--- config.mk ---
export PLATFORM = sky130hd
export DESIGN_NAME = bresenham_line_point_generator_flat
export DESIGN_NICKNAME = d
export VERILOG_FILES = /design/src/design/blg_pkg.sv /design/src/design/blg_ifs.sv /design/src/design/blg_queue.sv /design/src/design/blg_front.sv /design/src/design/blg_back.sv /design/src/design/bresenham_line_point_generator.sv /design/src/flat_wrapper.sv
export SDC_FILE = /design/constraint.sdc
export NUM_CORES = 1
export LEC_CHECK = 0
export BUFFER_PORTS_ARGS = -buffer_cell sky130_fd_sc_hd__buf_2
export CORE_AREA = 4 4 106 183
export DETAILED_ROUTE_END_ITERATION = 10
export DIE_AREA = 0 0 110 187
export PLACE_DENSITY = 0.58
export SLEW_MARGIN = 10
export SYNTH_ARGS = -nofsm -noshare
export SYNTH_HDL_FRONTEND = slang
export SYNTH_SLANG_ARGS = --single-unit
--- constraint.sdc ---
create_clock -name clk -period 3.2 [get_ports clk]
set_input_delay 0.16 -clock clk [delete_from_list [all_inputs] [get_ports clk]]
set_output_delay 0.16 -clock clk [all_outputs]
set_load 0.1 [all_outputs]
--- src/design/blg_pkg.sv ---
`default_nettype none

package blg_pkg;

    // Orientation of one line, decided by the front end
    typedef struct packed {
        logic xmajor;    // major axis is x
        logic minor_up;  // minor coordinate steps upwards
    } blg_dir_t;

    // Queue occupancy seen by both sides of the queue
    typedef struct packed {
        logic full;
        logic empty;
    } blg_qstat_t;

    // Stepper status, observed at the top level
    typedef struct packed {
        logic busy;
        logic emit;
        logic last;
    } blg_bstat_t;

endpackage

`default_nettype wire

--- src/design/blg_ifs.sv ---
`default_nettype none

// Line request channel: two endpoints per transaction
interface blg_req_if #(
    parameter int N = 6
) ();
    logic         valid;
    logic         ready;
    logic [N-1:0] start_x;
    logic [N-1:0] start_y;
    logic [N-1:0] end_x;
    logic [N-1:0] end_y;

    modport source (output valid, output start_x, output start_y, output end_x,
                    output end_y, input ready);
    modport sink   (input valid, input start_x, input start_y, input end_x,
                    input end_y, output ready);
endinterface

// Point channel: one grid point per transaction
interface blg_pt_if #(
    parameter int N = 6
) ();
    logic         valid;
    logic         ready;
    logic [N-1:0] point_x;
    logic [N-1:0] point_y;
    logic         last_point;

    modport source (output valid, output point_x, output point_y,
                    output last_point, input ready);
    modport sink   (input valid, input point_x, input point_y,
                    input last_point, output ready);
endinterface

`default_nettype wire

--- src/design/blg_queue.sv ---
`default_nettype none

module blg_queue
    import blg_pkg::*;
#(
    parameter int W = 26
) (
    input  wire logic         clk,
    input  wire logic         rst_n,
    input  wire logic         push,
    input  wire logic [W-1:0] push_data,
    input  wire logic         pop,
    output logic      [W-1:0] pop_data,
    output blg_qstat_t        stat
);

    // Two-entry queue: head slot feeds the back end, tail slot buffers
    logic         head_vld_reg;
    logic         head_vld_next;
    logic         tail_vld_reg;
    logic         tail_vld_next;
    logic [W-1:0] head_reg;
    logic [W-1:0] head_next;
    logic [W-1:0] tail_reg;
    logic [W-1:0] tail_next;

    assign pop_data   = head_reg;
    assign stat.full  = tail_vld_reg;
    assign stat.empty = !head_vld_reg;

    // Advance slots on push and pop
    always_comb
    begin
        head_vld_next = head_vld_reg;
        tail_vld_next = tail_vld_reg;
        head_next     = head_reg;
        tail_next     = tail_reg;
        if (pop)
        begin
            if (tail_vld_reg)
            begin
                head_next     = tail_reg;
                tail_vld_next = push;
                tail_next     = push_data;
            end
            else
            begin
                head_vld_next = push;
                head_next     = push_data;
            end
        end
        else if (push)
        begin
            if (head_vld_reg)
            begin
                tail_vld_next = 1'b1;
                tail_next     = push_data;
            end
            else
            begin
                head_vld_next = 1'b1;
                head_next     = push_data;
            end
        end
    end

    // Hold occupancy flags
    always_ff @(posedge clk or negedge rst_n)
    begin
        if (!rst_n)
        begin
            head_vld_reg <= 1'b0;
            tail_vld_reg <= 1'b0;
        end
        else
        begin
            head_vld_reg <= head_vld_next;
            tail_vld_reg <= tail_vld_next;
        end
    end

    // Hold entry payloads
    always_ff @(posedge clk)
    begin
        head_reg <= head_next;
        tail_reg <= tail_next;
    end

endmodule

`default_nettype wire

--- src/design/blg_front.sv ---
`default_nettype none

module blg_front
    import blg_pkg::*;
#(
    parameter int N = 6,
    parameter int W = 4 * N + 2
) (
    blg_req_if.sink            request,
    input  blg_qstat_t         qstat,
    output logic               push,
    output logic       [W-1:0] push_data
);

    typedef struct packed {
        blg_dir_t     dir;
        logic [N-1:0] mc;
        logic [N-1:0] nc;
        logic [N-1:0] major;
        logic [N-1:0] minor;
    } cmd_t;

    logic [N-1:0] adx;
    logic [N-1:0] ady;
    logic         xmajor;
    logic         swap;
    logic [N-1:0] sx;
    logic [N-1:0] sy;
    logic [N-1:0] ex;
    logic [N-1:0] ey;
    cmd_t         cmd;

    // Take a request whenever the queue has room
    assign request.ready = !qstat.full;
    assign push          = request.valid && !qstat.full;

    // Classify: absolute deltas and major axis
    always_comb
    begin
        if (request.end_x >= request.start_x)
            adx = request.end_x - request.start_x;
        else
            adx = request.start_x - request.end_x;
        if (request.end_y >= request.start_y)
            ady = request.end_y - request.start_y;
        else
            ady = request.start_y - request.end_y;
        xmajor = (adx >= ady);
    end

    // Order endpoints so the line runs up the major axis
    always_comb
    begin
        if (xmajor)
            swap = (request.start_x > request.end_x);
        else
            swap = (request.start_y > request.end_y);
        sx = swap ? request.end_x   : request.start_x;
        sy = swap ? request.end_y   : request.start_y;
        ex = swap ? request.start_x : request.end_x;
        ey = swap ? request.start_y : request.end_y;

        cmd.dir.xmajor = xmajor;
        if (xmajor)
        begin
            cmd.dir.minor_up = (ey >= sy);
            cmd.mc           = sx;
            cmd.nc           = sy;
            cmd.major        = adx;
            cmd.minor        = ady;
        end
        else
        begin
            cmd.dir.minor_up = (ex >= sx);
            cmd.mc           = sy;
            cmd.nc           = sx;
            cmd.major        = ady;
            cmd.minor        = adx;
        end
    end

    assign push_data = cmd;

endmodule

`default_nettype wire

--- src/design/blg_back.sv ---
`default_nettype none

module blg_back
    import blg_pkg::*;
#(
    parameter int N = 6,
    parameter int W = 4 * N + 2
) (
    input  wire logic         clk,
    input  wire logic         rst_n,
    input  blg_qstat_t        qstat,
    input  wire logic [W-1:0] pop_data,
    output logic              pop,
    output blg_bstat_t        stat,
    blg_pt_if.source          points
);

    localparam int E = N + 3;

    typedef struct packed {
        blg_dir_t     dir;
        logic [N-1:0] mc;
        logic [N-1:0] nc;
        logic [N-1:0] major;
        logic [N-1:0] minor;
    } cmd_t;

    cmd_t                cmd;
    logic                busy_reg;
    logic                out_valid_reg;
    blg_dir_t            dir_reg;
    logic [N-1:0]        mc_reg;
    logic [N-1:0]        nc_reg;
    logic [N-1:0]        remain_reg;
    logic signed [E-1:0] err_reg;
    logic signed [E-1:0] minor2_reg;
    logic signed [E-1:0] major2_reg;
    logic [N-1:0]        px_reg;
    logic [N-1:0]        py_reg;
    logic                last_reg;
    logic signed [E-1:0] minor2;
    logic signed [E-1:0] major2;
    logic signed [E-1:0] err_next;
    logic [N-1:0]        nc_next;
    logic                free;
    logic                emit;
    logic                last;

    assign cmd    = cmd_t'(pop_data);
    assign minor2 = signed'({2'b00, cmd.minor, 1'b0});
    assign major2 = signed'({2'b00, cmd.major, 1'b0});

    // Load a new line only when the stepper is idle
    assign pop  = !busy_reg && !qstat.empty;
    assign free = !out_valid_reg || points.ready;
    assign emit = busy_reg && free;
    assign last = (remain_reg == '0);

    assign stat.busy = busy_reg;
    assign stat.emit = emit;
    assign stat.last = last;

    // Error update and minor-axis step
    always_comb
    begin
        if (!err_reg[E-1])
        begin
            err_next = err_reg + minor2_reg - major2_reg;
            nc_next  = dir_reg.minor_up ? nc_reg + 1'b1 : nc_reg - 1'b1;
        end
        else
        begin
            err_next = err_reg + minor2_reg;
            nc_next  = nc_reg;
        end
    end

    // Hold control: busy flag and output valid
    always_ff @(posedge clk or negedge rst_n)
    begin
        if (!rst_n)
        begin
            busy_reg      <= 1'b0;
            out_valid_reg <= 1'b0;
        end
        else
        begin
            if (pop)
                busy_reg <= 1'b1;
            else if (emit && last)
                busy_reg <= 1'b0;
            if (emit)
                out_valid_reg <= 1'b1;
            else if (points.ready)
                out_valid_reg <= 1'b0;
        end
    end

    // Load or advance the stepper, register the emitted point
    always_ff @(posedge clk)
    begin
        if (pop)
        begin
            dir_reg    <= cmd.dir;
            mc_reg     <= cmd.mc;
            nc_reg     <= cmd.nc;
            remain_reg <= cmd.major;
            minor2_reg <= minor2;
            major2_reg <= major2;
            err_reg    <= minor2 - signed'({3'b000, cmd.major});
        end
        else if (emit)
        begin
            mc_reg     <= mc_reg + 1'b1;
            nc_reg     <= nc_next;
            remain_reg <= remain_reg - 1'b1;
            err_reg    <= err_next;
        end
        if (emit)
        begin
            px_reg   <= dir_reg.xmajor ? mc_reg : nc_reg;
            py_reg   <= dir_reg.xmajor ? nc_reg : mc_reg;
            last_reg <= last;
        end
    end

    assign points.valid      = out_valid_reg;
    assign points.point_x    = px_reg;
    assign points.point_y    = py_reg;
    assign points.last_point = last_reg;

endmodule

`default_nettype wire

--- src/design/bresenham_line_point_generator.sv ---
// A request reaches the output through the queue head slot, stepper and output register.
// A line of major+1 points holds the stepper for its load and then one point per cycle
// unless the output stalls; the stepper and output stall set the pace.
// A two-entry queue lets up to two further requests be taken while a line is drawn.
// Reset: asynchronous, active low; clears queue occupancy, stepper busy and output valid.
`default_nettype none

module bresenham_line_point_generator
    import blg_pkg::*;
#(
    parameter int COORD_BITS = 6
) (
    input  wire logic clk,
    input  wire logic rst_n,
    blg_req_if.sink   request,
    blg_pt_if.source  points
);

    localparam int W = 4 * COORD_BITS + 2;

    blg_qstat_t   qstat;
    blg_bstat_t   bstat;
    logic         push;
    logic         pop;
    logic [W-1:0] push_data;
    logic [W-1:0] pop_data;

    // Classify requests
    blg_front #(.N(COORD_BITS), .W(W)) u_front (
        .request   (request),
        .qstat     (qstat),
        .push      (push),
        .push_data (push_data)
    );

    // Decouple front and back
    blg_queue #(.W(W)) u_queue (
        .clk       (clk),
        .rst_n     (rst_n),
        .push      (push),
        .push_data (push_data),
        .pop       (pop),
        .pop_data  (pop_data),
        .stat      (qstat)
    );

    // Step along the line
    blg_back #(.N(COORD_BITS), .W(W)) u_back (
        .clk      (clk),
        .rst_n    (rst_n),
        .qstat    (qstat),
        .pop_data (pop_data),
        .pop      (pop),
        .stat     (bstat),
        .points   (points)
    );

    a_last_ends_line: assert property (@(posedge clk) disable iff (!rst_n)
        bstat.emit && bstat.last |=> !bstat.busy)
        else $error("stepper still busy after last point");

    a_emit_only_busy: assert property (@(posedge clk) disable iff (!rst_n)
        bstat.emit |-> bstat.busy)
        else $error("point emitted while stepper idle");

    a_queue_flags: assert property (@(posedge clk) disable iff (!rst_n)
        !(qstat.full && qstat.empty))
        else $error("queue both full and empty");

    a_no_overflow: assert property (@(posedge clk) disable iff (!rst_n)
        request.valid && request.ready |-> !qstat.full)
        else $error("request taken into a full queue");

endmodule

`default_nettype wire
--- src/flat_wrapper.sv ---
// flat-port wrapper written by rule: the top's interface ports become plain ports
module bresenham_line_point_generator_flat import blg_pkg::*;
#(
    parameter int COORD_BITS = 6
)
  (clk, rst_n, request_valid, request_start_x, request_start_y, request_end_x, request_end_y, request_ready, points_valid, points_point_x, points_point_y, points_last_point, points_ready);
  blg_req_if request_i ();
  blg_pt_if points_i ();
  input  wire logic clk;
  input  wire logic rst_n;
  input wire logic [$bits(request_i.valid)-1:0] request_valid;
  input wire logic [$bits(request_i.start_x)-1:0] request_start_x;
  input wire logic [$bits(request_i.start_y)-1:0] request_start_y;
  input wire logic [$bits(request_i.end_x)-1:0] request_end_x;
  input wire logic [$bits(request_i.end_y)-1:0] request_end_y;
  output wire logic [$bits(request_i.ready)-1:0] request_ready;
  output wire logic [$bits(points_i.valid)-1:0] points_valid;
  output wire logic [$bits(points_i.point_x)-1:0] points_point_x;
  output wire logic [$bits(points_i.point_y)-1:0] points_point_y;
  output wire logic [$bits(points_i.last_point)-1:0] points_last_point;
  input wire logic [$bits(points_i.ready)-1:0] points_ready;
  assign request_i.valid = request_valid;
  assign request_i.start_x = request_start_x;
  assign request_i.start_y = request_start_y;
  assign request_i.end_x = request_end_x;
  assign request_i.end_y = request_end_y;
  assign request_ready = request_i.ready;
  assign points_valid = points_i.valid;
  assign points_point_x = points_i.point_x;
  assign points_point_y = points_i.point_y;
  assign points_last_point = points_i.last_point;
  assign points_i.ready = points_ready;
  bresenham_line_point_generator #(.COORD_BITS(COORD_BITS)) u_core (.clk(clk), .rst_n(rst_n), .request(request_i), .points(points_i));
endmodule
### Word level (Yosys, flattened, before mapping)

Cells that the tools add are included.

| word-level totals | value |
|---|---|
| input bits | 28 |
| memory bits (read-only) | 0 |
| word-level logic and storage cells | 98 |
| memories kept | 0 |
| bits in latches | 0 |
| RAM bits | 0 |
| bits in registers | 110 |

| cells by class | value |
|---|---|
| divide/modulo/power cells | 0 |
| add/subtract/negate cells | 11 |
| eq/ne operators | 4 |
| order comparisons | 7 |
| $mul | 0 |
| bitwise logic cells | 0 |
| shift operators | 0 |
| mux-type cells | 40 |
| reductions and logical operators | 19 |

Operators by type and width:

| cell | count |
|---|---|
| 26-bit 2-to-1 mux | 8 |
| 6-bit 2-to-1 mux | 16 |
| 6-bit greater-or-equal comparator | 5 |
| 9-bit 2-to-1 mux | 3 |
| 25-bit 2-to-1 mux | 1 |
| 6-bit subtractor | 4 |
| 6-bit by 1-bit adder with 6-bit output, second input constant | 2 |
| 6-bit > comparator | 2 |
| 1-bit 2-to-1 mux | 12 |
| 6-bit by 1-bit subtractor with 6-bit output, second input constant | 2 |
| 2-bit nonzero test | 5 |
| 9-bit by 8-bit adder with 9-bit output | 1 |
| 9-bit by 8-bit subtractor with 9-bit output | 1 |
| 2-bit AND reduction | 4 |
| 7-bit by 6-bit subtractor with 8-bit output | 1 |
| 6-bit zero test | 1 |
| 1-bit logical AND | 4 |
| 2-bit by 1-bit inequality test with 1-bit output, second input constant | 2 |
| 2-bit inequality test, second input constant | 2 |
| 1-bit zero test | 3 |
| 3-bit AND reduction | 1 |
| 1-bit logical OR | 1 |

### Longest topological paths before layout

Gate-level depths: netlist of run 1.

| depth | value |
|---|---|
| depth in word-level cells | 10 |
| mapped depth | 22 |
| gate-level depth less buffers | 20 |

### Modules after synthesis

Synthesis of run 1 repeated with hierarchy kept, for this count alone.

| second synthesis, totals | value |
|---|---|
| cells, all modules | 640 |
| area, all modules | 7160.6 µm² |

Modules (own cells, without submodules):

| module | area each (µm²) | instances | cells each |
|---|---|---|---|
| blg_back | 3255.6 | 1 | 288 |
| blg_queue | 2069.5 | 1 | 94 |
| blg_front | 1835.5 | 1 | 258 |

### Least setup slack after synthesis of run 1

Ideal clock, no wire load.

| timing | value |
|---|---|
| kind | input port to flip-flop |
| start | input request_end_y[0] |
| end | register u_core.u_queue.head_reg[15], in the netlist u_core.u_queue.pop_data[15] (data pin) |
| arrival | 4.237 ns |
| setup slack | -1.297 ns |
| cell stages on the path | 22 |
| required time | 2.940 ns |
| library setup time | 0.260 ns |
| path through | inv_1 > ha_1 > inv_1 > fa_1 > a21o_1 > a211o_1 > nor2_1 > mux2_1 > a21oi_1 > xnor2_1 > inv_1 > ha_1 > o21a_1 > nand2_1 > o21ai_2 > mux2i_1 > clkbuf_1 > clkbuf_1 > nor2_1 > a21oi_1 > mux2i_1 > mux2_2 |

| between the ends | value |
|---|---|
| word-level cells in the longest chain between the ends | 9 |

RTL lines:

| item | RTL line | source |
|---|---|---|
| start, declared | flat_wrapper.sv:15 | `input wire logic [$bits(request_i.end_y)-1:0] request_end_y;` |
| 6-bit subtractor, or another cell as far along | blg_front.sv:47 | `ady = request.start_y - request.end_y;` |
| 6-bit 2-to-1 mux | blg_front.sv:44 | `if (request.end_y >= request.start_y)` |
| 6-bit greater-or-equal comparator | blg_front.sv:48 | `xmajor = (adx >= ady);` |
| 1-bit 2-to-1 mux | blg_front.sv:54 | `if (xmajor)` |
| 6-bit 2-to-1 mux (on tied branches) | blg_front.sv:58, blg_front.sv:59 |  |
| 25-bit 2-to-1 mux (*) | blg_front.sv:64 | `if (xmajor)` |
| net u_core.push_data[15] | bresenham_line_point_generator.sv:25 | `logic [W-1:0] push_data;` |
| 26-bit 2-to-1 mux | blg_queue.sv:54 | `if (head_vld_reg)` |
| 26-bit 2-to-1 mux | blg_queue.sv:52 | `else if (push)` |
| 26-bit 2-to-1 mux (*) | blg_queue.sv:38 | `if (pop)` |
| net u_core.u_queue.head_next[15] | blg_queue.sv:23 | `logic [W-1:0] head_next;` |
| end signal, assigned | blg_queue.sv:85 | `head_reg <= head_next;` |
| end, declared | blg_queue.sv:22 | `logic [W-1:0] head_reg;` |

The timed path passes the listed nets; every way through them passes the cells marked *. The select of a mux whose other input is x is not followed.
A chain may end at the register's enable or synchronous reset.

### Final worst setup path of run 1

| timing | value |
|---|---|
| start | input request_end_y[0] |
| end | register u_core.u_queue.head_reg[24], in the netlist u_core.u_queue.pop_data[24] (data pin) |

| between the ends | value |
|---|---|
| word-level cells in the longest chain between the ends | 10 |

RTL lines:

| item | RTL line |
|---|---|
| 6-bit subtractor, or another cell as far along | blg_front.sv:47 |
| 6-bit 2-to-1 mux | blg_front.sv:44 |
| 6-bit greater-or-equal comparator | blg_front.sv:48 |
| 1-bit 2-to-1 mux | blg_front.sv:54 |
| 6-bit 2-to-1 mux (on tied branches) | n/a |
| 6-bit greater-or-equal comparator (on tied branches) | blg_front.sv:74, blg_front.sv:66 |
| 25-bit 2-to-1 mux (*) | blg_front.sv:64 |
| 26-bit 2-to-1 mux | blg_queue.sv:54 |
| 26-bit 2-to-1 mux | blg_queue.sv:52 |
| 26-bit 2-to-1 mux (*) | blg_queue.sv:38 |
| net u_core.u_queue.head_next[24] | blg_queue.sv:23 |

Marks and branches as above.

==> flow_summary_export.csv, run 1 <==
group,metric,value,unit
sta,rsz0062_at_grt,"yes",
power,power_frac_comb,0.514,
power,p_seq_frac,0.302,
sta,hold_violations,0,
drt,wl_per_cell,15.49,µm
setup_path,critPathSlowestCell,"fa_2",
setup_path,path_class,"in2reg",
synthesis,synth_warnings,0,
synthesis,synth_seq_cells,109,
sta,period_needed,4.147,ns
synthesis,syn_avg_cell_area,11.05,µm²
drt,first_pass_iters,4,
power,power_frac_clock,0.184,
synthesis,synth.distinct_cells,65,
placement,dp.cells,999,
sta,post-route-period-util,1.296,
synthesis,syn_nets,726,
clock_network,cts.clk_slew.worst_paths,0.08,ns
floorplanning,die_x,110,µm
finish,fin_area,9305,µm²
power,p_sw_frac,0.3375,
floorplanning,rows,65,
drt,ant_nets,0,
global_routing,grt_pass1_wl,26320,µm
sta,finalSetupTns,-34.80,ns
global_routing,antenna_found_initial,0,
global_routing,grt_max_degree,48,
setup_path,required,3.30,ns
min_path,hp-class,"in2reg",
synthesis,postSynthCellCount,636,
power,p_per_area,717.4,nW/µm²
finish,stdcell_count,1041,
finish,syn2layout_area_growth,32.38,%
clock_network,clock_sinks,109,
placement,place_ws,-1.492,ns
clock_network,cts_buffers,9,
synthesis,synth_async_sr_flop_share,0.03670,
placement,placed_cell_area,8327,µm²
sta,worst_slack,-0.9471,ns
power,p_leak,3.976,nW
sta,max-slew-margin-rel,0.3412,
setup_path,critical-path-max-stage-delay,0.39,ns
setup_path,path_cells,"buf_12 -> inv_12 -> ha_4 -> inv_4 -> fa_2 -> a21o_1 -> a211o_4 -> nor2_4 -> mux2i_1 -> xnor2_1 -> inv_1 -> ha_4 -> a21o_1 -> a31oi_1 -> buf_4 -> o21ai_4 -> mux2i_4 -> buf_12 -> o21bai_1 -> a31oi_2 -> nor4_2 -> o31ai_1",
finish,final_nets,892,
drt,post-route-drc-count,0,
synthesis,ys.flop_type,"edfxtp_1",
clock_network,htreeDepth,3,
power,internal_power,4.423,mW
flow_run,max_cap_violations,0,
global_routing,grt_overflow,0,
setup_path,crit_fanout,12,
drt,vias,5297,
power,power.switching,2.253,mW
drt,via_per_inst,5.088,
global_routing,gr-usage-all-layers,0.1612,
placement,gp_congestion,0.8776,
floorplanning,die_area,20570,µm²
clock_network,ctsRootBufferMaster,"clkbuf_16",
finish,fill_cells,1591,
sta,fin_hold_ws,0.07307,ns
finish,drive_gt1_frac,0.3668,
synthesis,netlist_area,7029,µm²
setup_path,critical_path_arrival,4.25,ns
power,finalPower,6.676,mW
sta,drv_slew,0,
placement,port_buffers,42,
setup_path,crit_buf_inv,6,
floorplanning,die_h,187,µm
clock_network,clk_latency,0.36,ns
power,ir_worst_vdd,0.4088,mV
synthesis,synth_enable_flop_cells,105,
setup_path,critPathTopFamily,"compound AO/OA/AOI/OAI gates",
outcome,status,"finished with violations",
placement,dp_hpwl,12150,µm
sta,fin_skew,0.01312,ns
global_routing,grt_pass1_vias,5483,
finish,final_core_util,0.5177,
synthesis,yosysSeqAreaShare,0.4628,
sta,max_slew.worst_pin.slew,0.9778,ns
drt,drt-initial-drc-count,247,
floorplanning,design.core.area,17970,µm²
finish,diodes,0,
setup_path,cp-start-kind,"input pin",
setup_path,cp-end-kind,"register",
clock_network,clock_path_buffers,2,
sta,fmax,241.1,MHz
sta,setup_viol,52,
outcome,failed_checks,"negative setup slack",
floorplanning,start_util,0.3911,
clock_network,cts_tree,"yes",
floorplanning,ios,43,
drt,routed_wl,16130,µm
[synthesized netlist by cell type (all sizes together) (3+ instances only)]
cell / instances / area (µm²)
mux2: 43 / 499.2
a21oi: 41 / 209.0
nor2: 45 / 168.9
a211oi: 6 / 45.04
o211ai: 4 / 35.03
clkbuf: 14 / 62.56
nor2b: 7 / 43.79
a31oi: 4 / 25.02
nand2: 48 / 182.7
o31ai: 3 / 22.52
ha: 54 / 675.7
nand4: 3 / 18.77
a21o: 12 / 91.34
and2: 5 / 31.28
nand2b: 7 / 43.79
nand3: 8 / 40.04
buf: 8 / 68.80
o21bai: 4 / 30.03
dfrtp: 4 / 100.1
fa: 8 / 160.2
nor3: 4 / 20.02
o21ai: 41 / 212.7
inv: 62 / 232.7
mux2i: 28 / 280.3
xnor2: 20 / 175.2
xor2: 11 / 96.34
and3: 6 / 37.54
edfxtp: 105 / 3153
[final timing paths]
kind / start / endpoint / slack, ns / depth (start not counted)
setup / recovery: request_end_y[0] / u_core.u_queue.pop_data[24] / -0.95 / 22
hold / removal: request_valid / u_core.u_queue.tail_vld_reg / 0.07 / 3
setup reg to reg: u_core.u_back.err_reg[1] / u_core.u_back.err_reg[6] / 0.19 / 10
hold reg to reg: u_core.u_queue.pop_data[25] / u_core.u_back.dir_reg[1] / 0.44 / 0
max in group asynchronous: rst_n / u_core.u_back.busy_reg / 2.94 / 2
min in group asynchronous: rst_n / u_core.u_back.points.valid / 0.14 / 2
[tightest hold or removal path, cell delays in order]
cell	delay [ns]
buf_2	0.09
a21oi_1	0.06
nor2_1	0.08
[cell type report]
type                            instances  area, µm²  share of cell area
Clock buffer                           10      229.0             0.02461
Clock inverter                          6      105.1             0.01129
Inverter                               63      254.0             0.02730
Multi-Input combinational cell        442       3774              0.4055
Sequential cell                       109       3253              0.3496
Tap cell                              234      292.8             0.03146
Timing Repair Buffer                  177       1398              0.1502
[routing by layer]
| metal | GRT usage | routed length [µm] |
|---|---|---|
| met5 | 0 | 0 |
| met4 | 0.06481 | 429 |
| met3 | 0.02038 | 413 |
| met2 | 0.3092 | 9246 |
| met1 | 0.1700 | 6037 |
[what timing repair did]
item	CTS	global route
pin swaps	6	8
setup endpoints to repair	52	54
hold endpoints to repair	4	0
hold buffers	1	0
gates cloned	4	1
gates resized for setup	70	17
setup buffers	13	7
[cell usage in the layout, fill, tap and decap left out, drive strengths merged, types with 4 or more instances in the layout]
cell and n:
a31oi 4, and2 5, a21o 12, nand2b 7
dfrtp 4, nor2 45, xnor2 20, clkbuf 10
nor2b 7, a211oi 6, xor2 11, buf 176
edfxtp 105, fa 8, mux2i 28, nand3 8
inv 64, ha 54, and3 6, nor3 4
nand2 48, o21bai 4, o21ai 41, o211ai 4
mux2 43, a21oi 41
[power groups by stage]
stage | logic (mW) | clock network, mW | registers (mW)
detailed placement | 2.61 | 0 | 2.05
floorplan | 1.78 | 0 | 2.15
global placement | 2.55 | 0 | 2.04
global route | 3.73 | 1.32 | 2.03
finish | 3.43 | 1.23 | 2.02
CTS | 3.28 | 1.25 | 2.02
[kinds of logic after synthesis]
group	count (synthesis)	synth area share
and+or+nand+nor	141	0.09185
AOI/OAI and AO/OA	137	0.1246
DFF	109	0.4628
buffers and inverters	85	0.05233
muxes	71	0.1109
adders and majority gates	62	0.1189
xor gates and xnor gates	31	0.03863
Note: power is estimated with default switching activity, not from simulation.
==> run 2: changes to the inputs <==
--- a/config.mk
+++ b/config.mk
@@ -5,11 +5,13 @@
 export SDC_FILE = /design/constraint.sdc
 export NUM_CORES = 1
 export LEC_CHECK = 0
-export BUFFER_PORTS_ARGS = -buffer_cell sky130_fd_sc_hd__buf_2
+export BUFFER_PORTS_ARGS = -buffer_cell sky130_fd_sc_hd__buf_4
 export CORE_AREA = 4 4 106 183
+export CTS_CLUSTER_SIZE = 12
 export DETAILED_ROUTE_END_ITERATION = 10
 export DIE_AREA = 0 0 110 187
 export PLACE_DENSITY = 0.58
+export RECOVER_POWER = 100
 export SLEW_MARGIN = 10
 export SYNTH_ARGS = -nofsm -noshare
 export SYNTH_HDL_FRONTEND = slang
==> run 2 against run 1 <==
Effect of this change: the run still ends with negative setup slack left; sequential share of layout area down 0.33 points; clock skew down 0.0032 ns; via count down 1.2%; core utilization up 0.49 points; fmax down 1.4%; combinational power down 3%; hold slack worse by 0.0031 ns; critical path type unchanged; largest cell class unchanged; largest power group unchanged.
==> flow_summary_export.csv, run 2 (synthesis gave the netlist of run 1 again) <==
group,metric,value,unit
outcome,status,"finished with violations",
outcome,failed_checks,"negative setup slack",
clock_network,cts_tree,"yes",
sta,period_needed,4.205,ns
setup_path,cp-end-kind,"register",
finish,mostFrequentLayoutCells,"buf_4 (140), edfxtp_1 (105), inv_1 (58), ha_1 (49), nand2_1 (43)",
floorplanning,die_area,20570,µm²
setup_path,cp-start-kind,"input pin",
drt,post-route-drc-count,0,
global_routing,grt_pass1_wl,25730,µm
setup_path,path_depth,24,
setup_path,critical_path_arrival,4.30,ns
floorplanning,design.core.area,17970,µm²
power,p_leak,3.950,nW
floorplanning,rows,65,
setup_path,startpoint,"request_end_y[0]",
drt,first_pass_iters,4,
placement,dp_hpwl,11960,µm
power,ir_worst_vdd,0.3273,mV
sta,max-slew-margin-rel,0.08380,
drt,via_per_inst,5.024,
clock_network,cts_buffers,9,
global_routing,grt_max_degree,48,
placement,gp_congestion,0.8347,
sta,fmax,237.8,MHz
finish,fill_cells,1562,
clock_network,htreeDepth,3,
sta,drv_slew,0,
finish,final_nets,893,
sta,setup_viol,52,
sta,rsz0062_at_grt,"yes",
min_path,hp-class,"in2reg",
finish,final_common_cell,"buf_4",
setup_path,critical-path-max-stage-delay,0.37,ns
placement,port_buffers,42,
sta,worst_slack,-1.005,ns
finish,stdcell_count,1042,
setup_path,ff2ff_setup_slack,0.16,ns
setup_path,crit_buf_inv,7,
setup_path,critPathTopFamily,"compound AO/OA/AOI/OAI gates",
drt,ant_nets,0,
setup_path,crit_fanout,5,
global_routing,gr-usage-all-layers,0.1574,
setup_path,reg2reg_to,"u_core.u_back.err_reg[6]",
placement,dp.cells,995,
sta,post-route-period-util,1.314,
floorplanning,die_x,110,µm
setup_path,cp-endpoint,"u_core.u_queue.pop_data[17]",
floorplanning,ios,43,
clock_network,clk_latency,0.34,ns
setup_path,r2r_cells,10,
sta,hold_violations,0,
floorplanning,start_util,0.3911,
finish,diodes,0,
setup_path,path_cells,"buf_12 -> inv_12 -> ha_4 -> inv_4 -> fa_2 -> a21o_1 -> a211o_4 -> nor2_4 -> mux2_4 -> a21oi_4 -> xnor2_2 -> inv_1 -> ha_1 -> o21a_1 -> nand2_2 -> o21ai_4 -> mux2i_4 -> buf_12 -> buf_8 -> buf_4 -> nor2_1 -> a21oi_2 -> mux2i_1 -> mux2_4",
finish,drive_gt1_frac,0.3515,
sta,max_slew.worst_pin.slew,1.374,ns
clock_network,clock_sinks,109,
global_routing,grt_overflow,0,
finish,syn2layout_area_growth,33.64,%
global_routing,grt_pass1_vias,5439,
finish,multi_input_area,3866,µm²
power,p_per_area,691.9,nW/µm²
min_path,holdPathStages,3,
setup_path,path_class,"in2reg",
drt,drt-initial-drc-count,276,
setup_path,r2r_start,"u_core.u_back.err_reg[1]",
setup_path,critPathSlowestCell,"a211o_4",
clock_network,ctsRootBufferMaster,"clkbuf_16",
sta,fin_skew,0.009910,ns
drt,vias,5235,
drt,wl_per_cell,15.11,µm
clock_network,clock_path_buffers,2,
finish,final_core_util,0.5227,
drt,routed_wl,15750,µm
setup_path,required,3.30,ns
global_routing,antenna_found_initial,0,
power,finalPower,6.500,mW
clock_network,cts.clk_slew.worst_paths,0.08,ns
flow_run,max_cap_violations,0,
floorplanning,die_h,187,µm
finish,regArea,3253,µm²
[run 2: cell types whose count changed in the layout (fill, tap and decap cells not counted), moves of 4 or more]
cell      change
buf_4        +19
buf_6         +4
o21ai_4       +4
buf_2        -41
clkbuf_1     +18
[run 2: report_power, final]
group,internal [mW],total [mW],switching [mW]
Combinational,1.75,3.34,1.60
Sequential,1.92,2.02,0.0980
Clock,0.639,1.14,0.502
[run 2: stage by stage]
stage / TNS (ns) / setup WS [ns] / instance area, µm² / hold slack (ns)
after floorplan: -26.23 / -0.8779 / 7122 / -0.1356
after global placement: -51.45 / -1.343 / 8402 / -0.04190
after detailed placement: -56.97 / -1.461 / 8402 / -0.03874
after CTS: -32.27 / -0.9612 / 9134 / 0.05867
after global routing: -44.85 / -1.148 / 9394 / 0.07317
final: -36.81 / -1.005 / 9394 / 0.06994
[run 2: what timing repair did]
item,in CTS,in global routing
gates cloned,3,2
pin swaps,17,18
hold buffers,1,0
buffers inserted,14,14
gates resized for setup,47,54
endpoints found under the setup margin,52,54
hold endpoints to repair,4,0
[run 2: layer usage]
| metal | vias up | track usage | wire length (µm) |
|---|---|---|---|
| met4 | 0 | 0.06721 | 498 |
| met5 | - | 0 | 0 |
| met2 | 73 | 0.2963 | 8807 |
| li1 | 2623 | - | - |
| met1 | 2512 | 0.1704 | 6082 |
| met3 | 27 | 0.01831 | 356 |
[run 2: area by class of cell]
type,instances,area share
repair buffers,178,0.1512
multi-input cells,442,0.4116
clock buffers,11,0.02584
flip-flops and latches,109,0.3463
clock inverters,5,0.006926
inverters,63,0.02704
well taps,234,0.03117
[run 2: worst min-delay path by stage]
stage,to,start,slack [ns]
after floorplan,u_core.u_back.busy_reg,rst_n,-0.14
after global placement,u_core.u_back.points.valid,rst_n,-0.04
after detailed placement,u_core.u_back.points.valid,rst_n,-0.04
after CTS,u_core.u_queue.tail_vld_reg,request_valid,0.06
after global routing,u_core.u_queue.head_vld_reg,request_valid,0.07
final,u_core.u_queue.tail_vld_reg,request_valid,0.07
[run 2: worst register-to-register path: stages, from the launching register on]
cell and delay [ns]:
edfxtp_1 0.37, ha_1 0.23, fa_1 0.57, ha_1 0.25
nor2b_1 0.13, o21ai_1 0.17, a21boi_0 0.15, o21a_1 0.21
or3_1 0.31, a311oi_1 0.29, a21oi_1 0.07
